## src/rtl/sggc_pkg.sv

```systemverilog
package sggc_pkg;
	localparam int MAX_SEEDS = 1024;
	localparam logic [19:0] HD_SAT = 20'hFFFFF;

	localparam logic [1:0] OP_CLEAR = 2'd0;
	localparam logic [1:0] OP_APPEND = 2'd1;
	localparam logic [1:0] OP_CLASSIFY = 2'd2;
	localparam logic [1:0] OP_UNUSED = 2'd3;

	localparam logic [2:0] ST_GROUND = 3'd0;
	localparam logic [2:0] ST_NO_SEED = 3'd1;
	localparam logic [2:0] ST_HEIGHT = 3'd2;
	localparam logic [2:0] ST_NORMAL = 3'd3;
	localparam logic [2:0] ST_STORED = 3'd4;
	localparam logic [2:0] ST_FULL = 3'd5;
	localparam logic [2:0] ST_CLEARED = 3'd6;

	localparam logic [2:0] REG_HFE = 3'd0;
	localparam logic [2:0] REG_XY = 3'd1;
	localparam logic [2:0] REG_SPH = 3'd2;
	localparam logic [2:0] REG_HMAX = 3'd3;
	localparam logic [2:0] REG_COS = 3'd4;

	typedef enum logic [2:0] {
		S_IDLE, S_NORM, S_SCAN, S_DRAIN, S_DONE, S_OUT
	} state_t;

	typedef struct packed {
		logic load;      // capture the input word
		logic clr;       // clear seed count
		logic app;       // append seed
		logic norm;      // compute normal products
		logic scan_rd;   // issue a table read
		logic finish;    // form result
	} cmd_t;

	typedef struct packed {
		logic [1:0] op;
		logic hfe;
		logic scan_last; // last read issued
		logic pipe_busy; // compares in flight
	} sts_t;
endpackage

```

## src/rtl/sggc_ctrl.sv

```systemverilog
module sggc_ctrl (
	input  logic clk,
	input  logic arst_n,
	input  logic in_valid,
	output logic in_stall,
	output logic out_valid,
	input  logic out_stall,
	input  logic [1:0] op,
	input  sggc_pkg::sts_t sts,
	output sggc_pkg::cmd_t cmd,
	output logic res_load
);
	sggc_pkg::state_t state_q, state_d;
	logic acc;
	assign acc = in_valid && !in_stall;

	always_ff @(posedge clk or negedge arst_n) begin
		if (!arst_n) state_q <= sggc_pkg::S_IDLE;
		else state_q <= state_d;
	end

	always_comb begin
		state_d = state_q;
		unique case (state_q)
			sggc_pkg::S_IDLE:
				if (acc && op != sggc_pkg::OP_UNUSED) state_d = sggc_pkg::S_NORM;
			sggc_pkg::S_NORM:
				if (sts.op == sggc_pkg::OP_CLASSIFY && sts.hfe) state_d = sggc_pkg::S_SCAN;
				else state_d = sggc_pkg::S_DRAIN;
			sggc_pkg::S_SCAN: if (sts.scan_last) state_d = sggc_pkg::S_DRAIN;
			sggc_pkg::S_DRAIN: if (!sts.pipe_busy) state_d = sggc_pkg::S_DONE;
			sggc_pkg::S_DONE: state_d = sggc_pkg::S_OUT;
			sggc_pkg::S_OUT: if (!out_stall) state_d = sggc_pkg::S_IDLE;
			default: state_d = sggc_pkg::S_IDLE;
		endcase
	end

	always_comb begin
		cmd = '0;
		in_stall = 1'b1;
		out_valid = 1'b0;
		res_load = 1'b0;
		unique case (state_q)
			sggc_pkg::S_IDLE: begin
				in_stall = 1'b0;
				cmd.load = acc;
			end
			sggc_pkg::S_NORM: cmd.norm = 1'b1;
			sggc_pkg::S_SCAN: cmd.scan_rd = 1'b1;
			sggc_pkg::S_DONE: begin
				cmd.finish = 1'b1;
				res_load = 1'b1;
				cmd.clr = sts.op == sggc_pkg::OP_CLEAR;
				cmd.app = sts.op == sggc_pkg::OP_APPEND;
			end
			sggc_pkg::S_OUT: out_valid = 1'b1;
			default: ;
		endcase
	end
endmodule

```

## config.mk

```make
export PLATFORM = sky130hd
export DESIGN_NAME = sggc_ctrl
export DESIGN_NICKNAME = d
export VERILOG_FILES = /design/src/rtl/sggc_pkg.sv /design/src/rtl/sggc_ctrl.sv
export SDC_FILE = /design/constraint.sdc
export NUM_CORES = 1
export LEC_CHECK = 0
export BUFFER_PORTS_ARGS = -buffer_cell sky130_fd_sc_hd__buf_2
export CAP_MARGIN = 40
export CORE_AREA = 2 2 39 41
export CTS_BUF_LIST = sky130_fd_sc_hd__clkbuf_8
export DETAILED_ROUTE_END_ITERATION = 10
export DIE_AREA = 0 0 41 43
export GPL_ROUTABILITY_DRIVEN = 0
export RECOVER_POWER = 100
export SYNTH_ARGS = -nofsm -noshare
export SYNTH_HDL_FRONTEND = slang
export SYNTH_SLANG_ARGS = --single-unit
```

## constraint.sdc

```tcl
create_clock -name clk -period 3.5 [get_ports clk]
set_input_delay 0.175 -clock clk [delete_from_list [all_inputs] [get_ports clk]]
set_output_delay 0.175 -clock clk [all_outputs]
set_load 0.05 [all_outputs]
```

==> reports/results.txt, run 1 <==
Met2 Routed Length: 350 microns
Peak VDD IR: 0.385 mV
Final wirelength: 718 microns
Worst Tran Pin Value: 0.608 ns
F_max: 0.535 GHz
Metal-1 WL: 316 microns
Post-Syn Area: 267 sq um
Post-route DRC: 0
Worst EP arrival: 1.69 ns
Vias post-DR: 303
Largest registers: state_q x3
Total Die Area: 0.00176 sq mm
Seq cells post-synth: 3
Crit-path slowest cell: clkbuf_1
GRT Total Usage: 11.6%
WP depth: 3
Syn Nets: 41
Placed Cells: 63
Number of global-route vias before repair: 289
Met3 wire length: 51 microns
Most frequent cells in the layout: clkbuf_1, buf_2, nor2_1
Area growth, synth to finish: 49.3%
Synth top area share: 28.2%
Port Buffers: 19
Final hold vios: 0
Final worst path period share: 53.4%
Most common cell after layout, fill and taps aside: clkbuf_1
Total power: 0.000426 W
GR Overflow Total: 0
Hold path cells: 2
Unrepaired setup endpoints after global routing: no
Initial Utilization: 19.3%
Sequential area share after synthesis: 28.2%
Max Cap Viol: 0
Tightest Hold Check Type: primary input to register
Die X-Extent: 41 microns
Top Metal Used: met3
Largest net degree at the start of global routing: 11
Drt first pass iters: 4
Die Span Y: 43 microns
WP buf/inv: 1
Max Slew Vio Count: 0
Post-DP Area: 363 sq um
Top reg by flops: state_q
Share of cells above drive strength 1: 28.8%
Outcome: completed
Num rows: 14
P_leak: 0.178 nW
Diode count: 0
Reg2Reg Depth: 3
Mapped Cells: 30
Layout fillers: 167
First-pass GRT wire length: 1.26 mm
CP required: 3.32 ns
Clk slew on worst S/H paths: 0.03 ns
# setup viols final: 0
Clock Latency Late Sink: 0.21 ns
Nets: 64
Max reg flops: 3
Initial drt markers: 5
Synth area leaders: dfrtp_1, nor2_1, o32ai_2
CTS Sinks: 3
Via/cell ratio: 4.46
Design area: 398 sq um
Crit path max-delay family: simple AND/OR/NAND/NOR gates
H-tree lvl count: 1
CP Class: register to primary output
Core Region: 0.00138 sq mm
Layout Cells excl Fill: 68
Initial antenna violation count: 0
Critical Path Max Stage Delay: 0.50 ns
Avg Cell Area, Syn: 8.88 sq um
Num ports: 20
Crit start category: register
Critical path, cell by cell: nand2b_1 -> nor4b_1 -> clkbuf_1
Leading area contributor after synthesis: dfrtp_1
Setup Skew: 0.000890 ns
Max clock buf depth: 2
Number of gates resized after CTS: 0
Post-DP HPWL: 563 microns
Crit end category: primary output
Warnings, synthesis: 0
CP Max Fanout: 8
Slew margin rel.: 59.6%
Remaining antenna violation count: 0
Setup TNS: 0 ns
Clk root buf: clkbuf_8
Post-layout min period: 1.87 ns
Yosys cell types: 22
Num CTS Buffers: 3
CTS tree: built
Pwr/cell area: 1070 mW/mm^2
Avg WL per Cell: 10.6 microns
power by group:
group          switching (W)  internal [W]
clock              0.0000224     0.0000746
sequential         0.0000350     0.0000534
combinational       0.000166     0.0000740
total               0.000224      0.000202
metrics by stage:
step                      worst slack [ns]  util, %  hold WS [ns]
after global placement                2.09     26.2       -0.0288
final                                 1.63     28.8         0.195
after detailed placement              2.05     26.2       -0.0257
after global routing                  1.51     28.8         0.228
after floorplan                       1.03        -        -0.121
after CTS                             1.82     30.2         0.195
what timing repair did:
item,CTS,global route
setup buffers,0,0
hold endpoints to repair,3,0
hold buffers,1,0
path summary, 6_finish.rpt:
path	start	to	slack, ns
max in group asynchronous	arst_n	state_q[0]	3.04
hold reg to reg	state_q[2]	state_q[1]	0.56
setup / recovery	state_q[1]	cmd[3]	1.63
hold / removal	sts[0]	state_q[2]	0.20
min in group asynchronous	arst_n	state_q[1]	0.30
setup reg to reg	state_q[0]	state_q[0]	2.16
worst register-to-register path: cells and delay by family, from the launching register on:
family,cells,cell delay (ns)
AND/OR/NAND/NOR,1,0.42
multiplexers,1,0.22
AO/OA/AOI/OAI,1,0.16
flip-flops,1,0.46
cells by family after synthesis:
family          share of synthesized area [%]
buf+inv                                  8.45
mux                                      3.76
simple gates                             38.0
flops                                    28.2
compound gates                           21.6
per-layer routing:
| layer | global-route usage (%) | up-vias |
|---|---|---|
| met5 | 0 | - |
| met4 | 14.0 | 0 |
| met3 | 3.14 | 0 |
| met2 | 13.8 | 18 |
| met1 | 14.2 | 134 |
| li1 | - | 151 |
cells in the mapped netlist:
| library cell | number |
|---|---|
| mux2i_1 | 1 |
| a22oi_1 | 1 |
| or3_4 | 1 |
| nor4b_1 | 1 |
| a21boi_0 | 1 |
| o32ai_2 | 1 |
| nor3_1 | 1 |
| nor2_1 | 6 |
| nand2b_1 | 2 |
| nor4_1 | 1 |
| nand3b_1 | 1 |
| nand2_1 | 1 |
| nor2b_2 | 1 |
| inv_1 | 1 |
| a211oi_1 | 1 |
| a21bo_2 | 1 |
| dfrtp_1 | 3 |
| buf_4 | 1 |
| buf_6 | 1 |
| and3_1 | 1 |
| o32ai_1 | 1 |
| and2b_2 | 1 |
area by class of cell:
type	count	area, sq um	share of cell area (%)
Sequential cell	3	75.1	18.9
Inverter	1	3.75	0.943
Clock buffer	3	41.3	10.4
Clock inverter	1	3.75	0.943
Tap cell	16	20.0	5.03
Timing Repair Buffer	20	92.6	23.3
Multi-Input combinational cell	24	161	40.6
No activity file was read; power rests on OpenSTA's default activity.
==> run 2, diff against run 1 <==
clock period = 1.8 ns   (was 3.5 ns; I/O delays follow)
==> run 2 against run 1 <==
Compared with the run above: die area did not move; hold slack worse by 0.10 ns; clock skew about the same; critical path depth stayed put; non-clock buffer count unchanged; via count fell by 0.66%; first-iteration DRC count up 40%; utilization increased by 1.5 points; largest power group unchanged; highest routed layer is now met4.
==> reports/results.txt, run 2 (synthesized netlist as in run 1, its figures left out) <==
Initial drt markers: 7
Most common cell after layout, fill and taps aside: buf_2
Max reg flops: 3
Die Span Y: 43 microns
Clk root buf: clkbuf_8
Setup TNS: 0 ns
Initial antenna violation count: 0
Crit end category: primary output
Drt first pass iters: 4
CP Class: register to primary output
Worst Tran Pin Value: 0.597 ns
GR Overflow Total: 0
Peak VDD IR: 0.811 mV
First-pass GRT wire length: 1.13 mm
Port Buffers: 19
Final hold vios: 0
CP required: 1.71 ns
Number of gates resized after CTS: 0
Post-route DRC: 0
CTS tree: built
Die X-Extent: 41 microns
Unrepaired setup endpoints after global routing: no
Remaining antenna violation count: 0
Setup Skew: 0.00101 ns
F_max: 0.622 GHz
Design area: 419 sq um
Slew margin rel.: 60.4%
H-tree lvl count: 1
Clock Latency Late Sink: 0.22 ns
Top reg by flops: state_q
Outcome: completed
Multi-input gate area: 174 sq um
Nets: 64
Num rows: 14
Final wirelength: 690 microns
Crit path max-delay family: simple AND/OR/NAND/NOR gates
Worst EP arrival: 1.52 ns
Avg WL per Cell: 10.1 microns
Crit-path slowest cell: dfrtp_1
Final worst path period share: 89.3%
Crit start category: register
Core Region: 0.00138 sq mm
Vias post-DR: 301
WP buf/inv: 1
Total Die Area: 0.00176 sq mm
Largest registers: state_q x3
Max Cap Viol: 0
Initial Utilization: 19.3%
Area growth, synth to finish: 57.3%
Layout fillers: 151
Post-DP Area: 375 sq um
Share of cells above drive strength 1: 46.2%
Post-CTS setup buffers: 0
FF+latch area: 75.1 sq um
Max clock buf depth: 2
Post-DP HPWL: 556 microns
Num ports: 20
Pwr/cell area: 2020 mW/mm^2
Fin Hold WS: 0.0918 ns
Post-layout min period: 1.61 ns
CP Max Fanout: 8
Critical path, cell by cell: nand2b_1 -> nor4b_2 -> clkbuf_2
Largest net degree at the start of global routing: 11
Critical Path Max Stage Delay: 0.45 ns
Clk slew on worst S/H paths: 0.03 ns
CTS Sinks: 3
# setup viols final: 0
Max Slew Vio Count: 0
Number of global-route vias before repair: 288
Diode count: 0
Most frequent cells in the layout: buf_2, clkbuf_2, nor2_1
Via/cell ratio: 4.43
Num CTS Buffers: 3
Tightest Hold Check Type: primary input to register
P_leak: 0.203 nW
GRT Total Usage: 10.3%
-- run 2: cell counts in the layout (fill, tap and decap cells not counted) --
Identical to the previous run, type by type.
-- run 2: path summary, 6_finish.rpt --
kind / slack [ns] / startpoint / endpoint / cells past startpoint
worst max register to register: 0.45 / state_q[0] / state_q[0] / 3
worst min register to register: 0.58 / state_q[2] / state_q[1] / 1
min in group asynchronous: 0.22 / arst_n / state_q[0] / 2
max in group asynchronous: 1.43 / arst_n / state_q[1] / 2
worst max-delay path: 0.19 / state_q[1] / cmd[3] / 3
worst min-delay path: 0.09 / sts[0] / state_q[2] / 2
-- run 2: final cells by class --
| type | count | area share (%) |
|---|---|---|
| inverters | 1 | 0.896 |
| multi-input cells | 24 | 41.5 |
| flip-flops and latches | 3 | 17.9 |
| repair buffers | 20 | 24.2 |
| clock buffers | 3 | 9.85 |
| clock inverters | 1 | 0.896 |
| well taps | 16 | 4.78 |
-- run 2: what timing repair did --
item / 4_1_cts / 5_1_grt
hold endpoints to repair: 3 / 0
endpoints found under the setup margin: 0 / 0
hold buffers: 1 / 0
-- run 2: metrics by stage --
step	setup WS [ns]	utilization, %	total power [W]	std cells
after floorplan	0.0264	-	0.000597	30
after global placement	0.422	27.1	0.000671	63
after detailed placement	0.445	27.1	0.000674	63
after CTS	0.209	31.1	0.000870	68
after global routing	0.124	30.3	0.000905	68
final	0.193	30.3	0.000845	68
-- run 2: report_power, final --
part	total, W	switching [W]	internal (W)
sequential	0.000180	0.0000763	0.000104
clock	0.000191	0.0000455	0.000145
combinational	0.000474	0.000321	0.000153
-- run 2: worst reg2reg max path: cells and delay by family, from the launching register on --
kind	cells	cell delay [ns]
AO/OA/AOI/OAI	1	0.15
flip-flops	1	0.47
multiplexers	1	0.22
AND/OR/NAND/NOR	1	0.42
-- run 2: layer usage --
layer / track usage (%) / share of wire (%)
met1: 11.6 / 46
met3: 4.71 / 10
met5: 0 / 0
met2: 12.5 / 41
met4: 12.0 / 2.8
==> run 3, diff against run 2 <==
CORE_AREA = 5 5 42 44   (was 2 2 39 41)
DIE_AREA = 0 0 47 49   (was 0 0 41 43)
PLACE_DENSITY_LB_ADDON = 0.1   (was unset)
clock period = 2 ns   (was 1.8 ns; I/O delays follow)
==> run 3 against run 2 <==
Compared with the run above: clock skew about the same; largest cell class unchanged; clock power is 9% lower; sequential power fell by 8%; critical path depth unchanged; first-iteration DRC count up 43%; global-route usage is 1.7 points lower; combinational power shrank 8.9%; sequential share of layout area rose by 0.33 points; non-clock buffer count did not move; clock-buffer cell count unchanged; largest power group unchanged.
==> reports/results.txt, run 3 (synthesized netlist as in run 1, its figures left out) <==
F_max: 0.589 GHz
Design area: 412 sq um
Diode count: 0
Unrepaired setup endpoints after global routing: no
Drt first pass iters: 4
Largest net degree at the start of global routing: 11
Share of cells above drive strength 1: 34.6%
Worst Tran Pin Value: 0.608 ns
Num rows: 14
Port Buffers: 19
Reg2reg setup slack: 0.62 ns
Top reg by flops: state_q
Initial antenna violation count: 0
Met2 GRT Util: 12.7%
GRT Total Usage: 8.68%
CTS tree: built
Comb power frac: 56.1%
Layout Cells excl Fill: 68
Initial drt markers: 10
Post-DP HPWL: 692 microns
Critical path, cell by cell: nand2b_1 -> nor4_2 -> clkbuf_1
Number of global-route vias before repair: 318
Post-route DRC: 0
Placed Cells: 63
Core Region: 0.00140 sq mm
Sw Pwr: 0.000416 W
H-tree lvl count: 1
Clk slew on worst S/H paths: 0.03 ns
Clock power frac: 22.5%
Final worst path period share: 84.9%
Crit end category: primary output
GR Layer Usage met3: 1.48%
Die Span Y: 49 microns
Total Die Area: 0.00230 sq mm
Outcome: completed
Global routing's busiest layer: met2
Final wirelength: 883 microns
Internal: 0.000355 W
Most common cell after layout, fill and taps aside: buf_2
CP Class: register to primary output
Slew margin rel.: 59.6%
Setup TNS: 0 ns
Via/cell ratio: 4.76
Sequential Power Share: 21.5%
Tightest Hold Check Type: primary input to register
Max reg flops: 3
Area growth, synth to finish: 54.5%
Post-layout min period: 1.70 ns
Critical Path Max Stage Delay: 0.50 ns
Crit-path slowest cell: clkbuf_1
Fin Hold WS: 0.119 ns
Post-DP Area: 375 sq um
Largest registers: state_q x3
Max Slew Vio Count: 0
Clk root buf: clkbuf_8
Num CTS Buffers: 3
First-pass GRT wire length: 1.36 mm
Final hold vios: 0
GR Overflow Total: 0
Num ports: 20
Remaining antenna violation count: 0
CP Max Fanout: 8
Most frequent cells in the layout: buf_2, clkbuf_1, nor2_1
Max clock buf depth: 2
Worst EP arrival: 1.60 ns
# setup viols final: 0
Peak VDD IR: 0.590 mV
Clock Latency Late Sink: 0.22 ns
Nets: 64
Die X-Extent: 47 microns
Setup Skew: 0.000738 ns
Crit start category: register
CTS Sinks: 3
Vias post-DR: 324
P_leak: 0.184 nW
Avg WL per Cell: 13.0 microns
Net Sw Frac: 53.9%
Initial Utilization: 19.0%
CP required: 1.90 ns
Met1 usage: 9.29%
Pwr/cell area: 1870 mW/mm^2
Max Cap Viol: 0
## run 3: changes by cell type in the layout (fill, tap and decap cells not counted)
cell,before,now
clkbuf_1,3,9
buf_2,9,10
clkbuf_2,7,0
## run 3: area by class of cell
type / instances / area, sq um
well taps: 16 / 20.0
inverters: 1 / 3.75
clock inverters: 1 / 3.75
clock buffers: 3 / 41.3
flip-flops and latches: 3 / 75.1
fillers: 160 / 990
multi-input cells: 24 / 174
repair buffers: 20 / 93.8
## run 3: power groups by stage
| stage | combinational, W | clock (W) | sequential (W) |
|---|---|---|---|
| global route | 0.000467 | 0.000180 | 0.000172 |
| CTS | 0.000459 | 0.000178 | 0.000167 |
| global placement | 0.000450 | 0 | 0.000166 |
| floorplan | 0.000409 | 0 | 0.000128 |
| detailed placement | 0.000456 | 0 | 0.000167 |
| finish | 0.000432 | 0.000173 | 0.000165 |
## run 3: what timing repair did
action | 4_1_cts | 5_1_grt
hold endpoints to repair | 3 | 0
setup buffers | 0 | 0
hold buffers | 1 | 0
resized for setup | 0 | 0
## run 3: path summary, 6_finish.rpt
kind	depth (start not counted)	to	start
max in group asynchronous	2	state_q[1]	arst_n
max reg2reg	3	state_q[0]	state_q[0]
min in group asynchronous	2	state_q[0]	arst_n
min reg2reg	1	state_q[1]	state_q[2]
min	2	state_q[2]	sts[0]
max	3	cmd[4]	state_q[1]
## run 3: stage by stage
step,setup WS (ns),total power (W),util [%]
after floorplan,0.216,0.000538,-
after global placement,0.627,0.000616,26.8
after detailed placement,0.618,0.000623,26.8
after CTS,0.387,0.000803,30.7
after global routing,0.199,0.000818,29.4
final,0.302,0.000770,29.4
## run 3: metal layers
metal / wire, microns / share of wire [%]
met1: 333 / 38
met3: 66 / 7.5
met2: 456 / 52
met4: 27 / 3.1
met5: 0 / 0
## run 3: worst max-delay path, delay by kind of cell, from the launching register on
kind                   cells  cell delay, ns
and+or+nand+nor            2            0.42
DFF                        1            0.45
buffers and inverters      1            0.50
